### config.mk
export PLATFORM = sky130hd
export DESIGN_NAME = lru_key_value_cache
export DESIGN_NICKNAME = d
export VERILOG_FILES = /design/src/lkv_pkg.sv /design/src/lkv_entries.sv /design/src/lkv_recency.sv /design/src/lru_key_value_cache.sv
export SDC_FILE = /design/constraint.sdc
export NUM_CORES = 2
export LEC_CHECK = 0
export BUFFER_PORTS_ARGS = -buffer_cell sky130_fd_sc_hd__buf_2
export CAP_MARGIN = 0
export CORE_AREA = 2 2 346 348
export DETAILED_ROUTE_END_ITERATION = 8
export DIE_AREA = 0 0 348 350
export GPL_TIMING_DRIVEN = 0
export HOLD_SLACK_MARGIN = 0.03
export MAX_ROUTING_LAYER = met4
export PLACE_DENSITY = 0.6
export SLEW_MARGIN = 20
export SYNTH_ARGS = -nofsm -noshare
export SYNTH_HDL_FRONTEND = slang
export SYNTH_SLANG_ARGS = --single-unit
### constraint.sdc
create_clock -name clock -period 7.09 [get_ports clock]
set_input_delay 1.418 -clock clock [delete_from_list [all_inputs] [get_ports clock]]
set_output_delay 1.418 -clock clock [all_outputs]
set_load 0.02 [all_outputs]
### src/lkv_pkg.sv
`timescale 1ns / 1ps
`default_nettype none

package lkv_pkg;

   // Slot count of the fully associative store
   localparam int ENTRIES = 16;
   // Age holds 0..ENTRIES-1, count holds 0..ENTRIES
   localparam int SLOT_W  = (ENTRIES > 1) ? $clog2(ENTRIES) : 1;
   localparam int COUNT_W = $clog2(ENTRIES + 1);
   localparam int KEY_W   = 32;
   localparam int DATA_W  = 32;
   localparam int CAP_W   = 5;

   localparam logic [CAP_W-1:0]  CAP_RESET  = 5'd16;
   localparam logic [DATA_W-1:0] MISS_VALUE = '1;
   localparam logic [DATA_W-1:0] PUT_VALUE  = '0;

   localparam logic KIND_GET = 1'b0;
   localparam logic KIND_PUT = 1'b1;

   typedef logic [ENTRIES-1:0] slot_vec_type;

   // Operation seen by the recency tracker in the processing cycle
   typedef struct packed {
      logic fire;
      logic put;
      logic hit;
   } op_type;

   // Write request into the key/value store
   typedef struct packed {
      logic         write_key;
      logic         write_value;
      slot_vec_type slot;
   } wr_type;

endpackage

`default_nettype wire

### src/lkv_entries.sv
`timescale 1ns / 1ps
`default_nettype none

module lkv_entries (
   input  wire                         clock,
   input  wire                         reset,
   input  lkv_pkg::wr_type             upd,
   input  wire [lkv_pkg::KEY_W-1:0]    key,
   input  wire [lkv_pkg::DATA_W-1:0]   value,
   output lkv_pkg::slot_vec_type       valid_vec,
   output lkv_pkg::slot_vec_type       hit_vec,
   output logic [lkv_pkg::DATA_W-1:0]  hit_value
);
   import lkv_pkg::*;

   logic [KEY_W-1:0]  key_ff   [ENTRIES];
   logic [DATA_W-1:0] value_ff [ENTRIES];
   slot_vec_type      valid_ff;
   slot_vec_type      valid_in;

   assign valid_vec = valid_ff;

   // Compare the key against every slot in parallel
   always_comb begin
      for (int i = 0; i < ENTRIES; i++) begin
         hit_vec[i] = valid_ff[i] && (key_ff[i] == key);
      end
   end

   // Select the stored value of the matching slot
   always_comb begin
      hit_value = '0;
      for (int i = 0; i < ENTRIES; i++) begin
         hit_value = hit_value | (hit_vec[i] ? value_ff[i] : '0);
      end
   end

   assign valid_in = upd.write_key ? (valid_ff | upd.slot) : valid_ff;

   always_ff @(posedge clock) begin
      if (reset) begin
         valid_ff <= '0;
      end else begin
         valid_ff <= valid_in;
      end
   end

   always_ff @(posedge clock) begin
      for (int i = 0; i < ENTRIES; i++) begin
         if (upd.write_key && upd.slot[i]) begin
            key_ff[i] <= key;
         end
         if (upd.write_value && upd.slot[i]) begin
            value_ff[i] <= value;
         end
      end
   end

   // A put that hits updates in place, so a key sits in one slot at most
   a_unique_key: assert property (@(posedge clock) disable iff (reset)
      $onehot0(hit_vec))
      else $error("key matches more than one slot");

   a_write_onehot: assert property (@(posedge clock) disable iff (reset)
      (upd.write_key || upd.write_value) |-> $onehot(upd.slot))
      else $error("store write without a single target slot");

endmodule

`default_nettype wire

### src/lkv_recency.sv
`timescale 1ns / 1ps
`default_nettype none

module lkv_recency (
   input  wire                       clock,
   input  wire                       reset,
   input  lkv_pkg::op_type           op,
   input  lkv_pkg::slot_vec_type     hit_vec,
   input  lkv_pkg::slot_vec_type     valid_vec,
   input  wire [lkv_pkg::CAP_W-1:0]  capacity,
   output lkv_pkg::slot_vec_type     slot_vec
);
   import lkv_pkg::*;

   logic [SLOT_W-1:0]  age_ff [ENTRIES];
   logic [SLOT_W-1:0]  age_in [ENTRIES];
   logic [COUNT_W-1:0] count_ff;
   logic [COUNT_W-1:0] count_in;
   logic [COUNT_W-1:0] count_dec;
   logic [SLOT_W-1:0]  oldest_age;
   logic [SLOT_W-1:0]  hit_age;
   slot_vec_type       oldest_vec;
   slot_vec_type       free_vec;
   slot_vec_type       first_free;
   logic               full;
   logic               insert;

   // Count reached the clamped capacity: zero counts as one, above ENTRIES saturates
   always_comb begin
      if (capacity == '0) begin
         full = (count_ff != '0);
      end else begin
         full = (32'(count_ff) >= 32'(capacity)) || (32'(count_ff) >= 32'(ENTRIES));
      end
   end

   // Ages of valid slots are a permutation of 0..count-1: the oldest has age count-1
   assign count_dec  = count_ff - COUNT_W'(1);
   assign oldest_age = count_dec[SLOT_W-1:0];

   always_comb begin
      for (int i = 0; i < ENTRIES; i++) begin
         oldest_vec[i] = valid_vec[i] && (age_ff[i] == oldest_age);
      end
   end

   // Isolate the lowest free slot
   assign free_vec   = ~valid_vec;
   assign first_free = free_vec & (~free_vec + slot_vec_type'(1));

   assign slot_vec = op.hit ? hit_vec : (full ? oldest_vec : first_free);
   assign insert   = op.fire && op.put && !op.hit;

   always_comb begin
      hit_age = '0;
      for (int i = 0; i < ENTRIES; i++) begin
         hit_age = hit_age | (hit_vec[i] ? age_ff[i] : '0);
      end
   end

   always_comb begin
      for (int i = 0; i < ENTRIES; i++) begin
         age_in[i] = age_ff[i];
         if (op.fire && op.hit) begin
            if (slot_vec[i]) begin
               age_in[i] = '0;
            end else if (valid_vec[i] && (age_ff[i] < hit_age)) begin
               age_in[i] = age_ff[i] + SLOT_W'(1);
            end
         end else if (insert) begin
            if (slot_vec[i]) begin
               age_in[i] = '0;
            end else if (valid_vec[i]) begin
               age_in[i] = age_ff[i] + SLOT_W'(1);
            end
         end
      end
   end

   // Grow only when the new pair lands in a free slot
   assign count_in = (insert && ((slot_vec & valid_vec) == '0))
                   ? count_ff + COUNT_W'(1) : count_ff;

   always_ff @(posedge clock) begin
      if (reset) begin
         count_ff <= '0;
         for (int i = 0; i < ENTRIES; i++) begin
            age_ff[i] <= '0;
         end
      end else begin
         count_ff <= count_in;
         for (int i = 0; i < ENTRIES; i++) begin
            age_ff[i] <= age_in[i];
         end
      end
   end

   a_count_tracks_valid: assert property (@(posedge clock) disable iff (reset)
      $countones(valid_vec) == 32'(count_ff))
      else $error("entry count disagrees with valid bits");

   a_insert_grows: assert property (@(posedge clock) disable iff (reset)
      (insert && !full) |=> (count_ff == $past(count_ff) + COUNT_W'(1)))
      else $error("insert below capacity did not grow the count");

endmodule

`default_nettype wire

### src/lru_key_value_cache.sv
// Flow: an accepted item waits in the input register, then its lookup and
// update write the result register, where the result is offered until taken.
// Throughput: one item per cycle while the result is not stalled; the tag
// compare, victim select and age update of all slots settle combinationally
// between the two registers.
// Reset: valid bits, ages and entry count clear at once, capacity returns
// to 16; key and value storage is not cleared and no sweep runs.
`timescale 1ns / 1ps
`default_nettype none

module lru_key_value_cache (
   input  wire                              clock,
   input  wire                              reset,
   input  wire                              req_valid,
   output logic                             req_stall,
   input  wire                              req_kind,
   input  wire signed [lkv_pkg::KEY_W-1:0]  req_key,
   input  wire signed [lkv_pkg::DATA_W-1:0] req_value,
   output logic                             rsp_valid,
   input  wire                              rsp_stall,
   output logic                             rsp_hit,
   output logic signed [lkv_pkg::DATA_W-1:0] rsp_read_value,
   input  wire                              csr_valid,
   output logic                             csr_ready,
   input  wire [lkv_pkg::CAP_W-1:0]         csr_data
);
   import lkv_pkg::*;

   // Input register
   logic              stage_valid_ff;
   logic              stage_valid_in;
   logic              stage_kind_ff;
   logic [KEY_W-1:0]  stage_key_ff;
   logic [DATA_W-1:0] stage_value_ff;

   // Result register
   logic              rsp_valid_ff;
   logic              rsp_valid_in;
   logic              rsp_hit_ff;
   logic [DATA_W-1:0] rsp_read_value_ff;
   logic [DATA_W-1:0] rsp_read_value_in;

   logic [CAP_W-1:0]  capacity_ff;

   logic              req_accept;
   logic              advance;
   logic              hit;
   logic              is_put;
   logic [DATA_W-1:0] hit_value;
   slot_vec_type      valid_vec;
   slot_vec_type      hit_vec;
   slot_vec_type      slot_vec;
   op_type            op;
   wr_type            upd;

   // Process the staged item whenever the result register is free or draining
   assign advance    = stage_valid_ff && (!rsp_valid_ff || !rsp_stall);
   assign req_stall  = stage_valid_ff && !advance;
   assign req_accept = req_valid && !req_stall;

   assign csr_ready = 1'b1;

   always_ff @(posedge clock) begin
      if (reset) begin
         capacity_ff <= CAP_RESET;
      end else if (csr_valid && csr_ready) begin
         capacity_ff <= csr_data;
      end
   end

   // Load a new item, or drop the one just processed
   always_comb begin
      stage_valid_in = stage_valid_ff;
      if (req_accept) begin
         stage_valid_in = 1'b1;
      end else if (advance) begin
         stage_valid_in = 1'b0;
      end
   end

   always_ff @(posedge clock) begin
      if (reset) begin
         stage_valid_ff <= 1'b0;
      end else begin
         stage_valid_ff <= stage_valid_in;
      end
   end

   always_ff @(posedge clock) begin
      if (req_accept) begin
         stage_kind_ff  <= req_kind;
         stage_key_ff   <= req_key;
         stage_value_ff <= req_value;
      end
   end

   assign is_put = (stage_kind_ff == KIND_PUT);
   assign hit    = |hit_vec;

   assign op.fire = advance;
   assign op.put  = is_put;
   assign op.hit  = hit;

   // Write the value on any put; write the key only when a new pair goes in
   assign upd.write_key   = advance && is_put && !hit;
   assign upd.write_value = advance && is_put;
   assign upd.slot        = slot_vec;

   lkv_entries u_entries (
      .clock     (clock),
      .reset     (reset),
      .upd       (upd),
      .key       (stage_key_ff),
      .value     (stage_value_ff),
      .valid_vec (valid_vec),
      .hit_vec   (hit_vec),
      .hit_value (hit_value)
   );

   lkv_recency u_recency (
      .clock     (clock),
      .reset     (reset),
      .op        (op),
      .hit_vec   (hit_vec),
      .valid_vec (valid_vec),
      .capacity  (capacity_ff),
      .slot_vec  (slot_vec)
   );

   // Put returns zero; a get returns the stored value or all ones on a miss
   always_comb begin
      if (is_put) begin
         rsp_read_value_in = PUT_VALUE;
      end else if (hit) begin
         rsp_read_value_in = hit_value;
      end else begin
         rsp_read_value_in = MISS_VALUE;
      end
   end

   // Load the result of a processed item, hold a stalled result, clear one that was taken
   always_comb begin
      rsp_valid_in = rsp_valid_ff;
      if (advance) begin
         rsp_valid_in = 1'b1;
      end else if (!rsp_stall) begin
         rsp_valid_in = 1'b0;
      end
   end

   always_ff @(posedge clock) begin
      if (reset) begin
         rsp_valid_ff <= 1'b0;
      end else begin
         rsp_valid_ff <= rsp_valid_in;
      end
   end

   always_ff @(posedge clock) begin
      if (advance) begin
         rsp_hit_ff        <= hit;
         rsp_read_value_ff <= rsp_read_value_in;
      end
   end

   assign rsp_valid      = rsp_valid_ff;
   assign rsp_hit        = rsp_hit_ff;
   assign rsp_read_value = rsp_read_value_ff;

   a_stall_only_when_blocked: assert property (@(posedge clock) disable iff (reset)
      req_stall |-> (stage_valid_ff && rsp_valid_ff && rsp_stall))
      else $error("input stalled while the pipeline could move");

   a_processed_item_shows: assert property (@(posedge clock) disable iff (reset)
      advance |=> rsp_valid_ff)
      else $error("processed item did not reach the result register");

   a_stalled_result_kept: assert property (@(posedge clock) disable iff (reset)
      (rsp_valid_ff && rsp_stall) |=> (rsp_valid_ff && !$past(advance)
         |-> $stable(rsp_read_value_ff)))
      else $error("stalled result changed");

endmodule

`default_nettype wire
==> impl_metrics.env <==
export IMPL_status="completed"
export IMPL_clk_pin_slew_worst_paths_ns=0.07
export IMPL_max_clock_path_buffers=3
export IMPL_peakVddDrop_mv=0.227
export IMPL_fin_tns_setup_ns=0
export IMPL_syn_area_um2=52700
export IMPL_hold_viol_final=0
export IMPL_dieWidth_um=348
export IMPL_setup_viol=0
export IMPL_synth_seq_cells=1214
export IMPL_cts_hold_buf=0
export IMPL_synth_area_leader_cell="edfxtp_1"
export IMPL_synth_top_flop_cell="edfxtp_1"
export IMPL_numPortBuffers=107
export IMPL_crit_required_ns=7.78
export IMPL_grt_met3_usage_pct=5.52
export IMPL_fin_crit_ns=6.99
export IMPL_synthesis_nets=3837
export IMPL_hold_depth=2
export IMPL_async_reset_ff_share_pct=0
export IMPL_place_congestion=1.03
export IMPL_yosys_warnings=0
export IMPL_reg2reg_depth=20
export IMPL_htreeDepth=4
export IMPL_post_route_period_util_pct=98.6
export IMPL_grt_first_pass_wirelength_um=272000
export IMPL_worst_slew_pin_slew_ns=1.31
export IMPL_crit_path_end_kind="flip-flop"
export IMPL_gr_usage_all_layers_pct=33.5
export IMPL_synth_top_area_share_pct=63.9
export IMPL_nNetsFinal=4187
export IMPL_slowest_delay_ns=0.75
export IMPL_core_area_um2=118000
export IMPL_cts_sinks=1214
export IMPL_crit_fanout=11
export IMPL_rsz0062_at_grt="no"
export IMPL_cts_tree="built"
export IMPL_busiest_layer="met2"
export IMPL_initial_core_util_pct=44.8
export IMPL_rows=126
export IMPL_syn_avg_cell_area_um2=14.2
export IMPL_numCtsBuffers=132
export IMPL_drc=0
export IMPL_hpwl_um=136000
export IMPL_die_h_um=350
export IMPL_fp_dieArea_um2=122000
export IMPL_grtUsageMet2_pct=50.6
export IMPL_path_cells="buf_8, buf_2, buf_4, xnor2_1, nand4_1, nor4_2, and3_1, clkbuf_2, clkbuf_2, clkbuf_4, a22oi_1, o2111ai_1, nor2_2, buf_8, ha_1, a2111oi_2, o221ai_1, nand3_2, mux2_2, nor2_1"
export IMPL_cp_start_kind="flip-flop"
export IMPL_ys_types=96
export IMPL_max_cap_viol_count=0
export IMPL_maxSlewHeadroom_pct=12.6
export IMPL_power_density_nw_per_um2=254
export IMPL_use_met1_pct=43.9
export IMPL_routed_wl_um=200000
export IMPL_design_area_um2=61800
export IMPL_syn_inst=3723
export IMPL_grt_pass1_vias=34116
export IMPL_syn2layout_area_growth_pct=17.1
export IMPL_slowest_stage="edfxtp_1"
export IMPL_vias=36748
export IMPL_place_area_um2=57000
export IMPL_hp_class="reg2reg"
export IMPL_synth_edf_count=1122
export IMPL_grt_remaining_overflow=0
export IMPL_arrival_ns=7.68
export IMPL_grt_max_degree=33
export IMPL_worstSetupPathType="reg2reg"
export IMPL_fin_skew_ns=0.0268
export IMPL_clk_latency_ns=0.76
export IMPL_drt_iter0_drc=5656
export IMPL_drive_gt1_share_pct=14.7
export IMPL_ios=111
export IMPL_wl_per_cell_um=35.0
export IMPL_fmax_ghz=0.143
export IMPL_p_leak_uw=0.0196
export IMPL_ant_nets=0
export IMPL_antenna_found_initial=2
export IMPL_dr_pass1_iters=6
export IMPL_synthTopCellsByArea="edfxtp_1 64%, xnor2_1 7.8%, dfxtp_1 3.5%, nand4_1 3.3%, a22oi_1 2.8%"
export IMPL_vias_per_cell=6.43
export IMPL_drv_slew=0
export IMPL_synth_seq_area_share_pct=67.4
export IMPL_clk_root_buffer_cell="clkbuf_16"
## worst max-delay path, delay by kind of cell, from the launching register on
| family | cells | cell delay (ns) |
|---|---|---|
| AOI/OAI and AO/OA | 4 | 0.99 |
| xor gates and xnor gates | 1 | 0.20 |
| and+or+nand+nor | 6 | 1.70 |
| buffers and inverters | 7 | 2.68 |
| DFF | 1 | 0.75 |
| adders and majority gates | 1 | 0.20 |
| muxes | 1 | 0.34 |
## cell usage in the layout, fill, tap and decap left out, drive strengths merged, types with 41 or more instances in the layout
cell    instances
dfxtp          92
buf           322
a21oi          75
inv            79
nor4           73
edfxtp       1122
a22oi         198
and3           50
a221oi         42
clkbuf        267
nand3         116
nand2         112
a22o           46
xnor2         468
nor3           82
o21ai          41
nor2          189
xor2          115
nand4         277
## cell families (layout without fill, tap and decap cells)
kind of cell,Yosys count,count (layout),synth area share (%)
compound gates,523,523,7.43
xor+xnor,583,583,9.68
fa+ha+maj,43,43,1.00
buf+inv,270,721,2.46
flops,1214,1214,67.4
mux,25,25,0.503
other cells,1,4,0.00711
simple gates,1064,1064,11.5
## stage by stage
stage / utilization [%] / power [uW] / cells / worst slack, ns / hold WS [ns]
2_1_floorplan: - / 8460 / 3723 / 2.01 / 0.451
3_3_place_gp: 46.9 / 8800 / 5366 / -2.85 / 0.468
3_5_place_dp: 48.4 / 8850 / 5443 / -0.722 / 0.493
4_1_cts: 52.3 / 15700 / 5697 / 0.0283 / 0.515
5_1_grt: 52.4 / 16000 / 5711 / 0.0680 / 0.555
6_report: 52.4 / 15700 / 5713 / 0.0982 / 0.507
## flip-flops by register name (all words and copies together) (netlist names)
signal / count
capacity_ff: 5
is_put: 1
rsp_hit: 1
rsp_read_value: 32
rsp_valid: 1
stage_key_ff: 32
stage_valid_ff: 1
stage_value_ff: 32
u_entries.key_ff: 512
u_entries.valid_vec: 16
u_entries.value_ff: 512
u_recency.age_ff: 64
u_recency.count_ff: 5
## Yosys cell counts, types with 9 or more instances
master	count
edfxtp_1	1122
xnor2_1	468
nand4_1	276
a22oi_1	198
nor2_1	189
xor2_1	115
nand3_1	114
nand2_1	111
dfxtp_1	92
clkbuf_1	88
nor3_1	80
a21oi_1	74
inv_1	74
nor4_1	58
and3_1	50
a22o_1	46
a221oi_1	42
buf_2	41
ha_1	39
buf_4	36
nand2b_1	32
o21ai_0	32
o2111ai_1	22
buf_1	17
and2_1	16
or4_1	16
and4_1	14
buf_6	13
mux2i_1	13
or3_1	13
nand4b_1	11
a211oi_1	10
a41oi_1	10
nor4_2	10
mux2_2	9
nor2b_1	9
o21ai_1	9
## layer usage
| metal | routed length [um] | share of wire [%] |
|---|---|---|
| met2 | 90800 | 45 |
| met5 | 0 | 0 |
| met4 | 11400 | 5.7 |
| met3 | 19400 | 9.7 |
| met1 | 78200 | 39 |
## final timing paths
check	startpoint	to	slack [ns]
worst max-delay path	stage_key_ff[25]	u_recency.age_ff[0][12]	0.1
worst min-delay path	stage_valid_ff	rsp_valid	0.51
worst max register to register	stage_key_ff[25]	u_recency.age_ff[0][12]	0.1
worst min register to register	stage_valid_ff	rsp_valid	0.51
## final cells by class
type | instances | area [um^2]
repair buffers | 217 | 2510
plain buffers | 195 | 1040
multi-input cells | 2239 | 16200
fillers | 9773 | 56000
clock inverters | 57 | 703
inverters | 74 | 278
well taps | 1536 | 1920
flip-flops and latches | 1214 | 35500
clock buffers | 178 | 3580
diodes | 3 | 7.51
## where the power goes
group | switching (uW) | internal (uW) | total, uW | leakage [uW]
registers | 92.1 | 7880 | 7970 | 0.0109
logic | 531 | 246 | 777 | 0.00665
clock network | 2970 | 3950 | 6920 | 0.00207
## timing repair
action | CTS | global route
gates resized for setup | 5 | 3
setup buffers | 19 | 14
pin swaps | 0 | 0
endpoints found under the setup margin | 64 | 35
(Power assumes the default switching activity.)
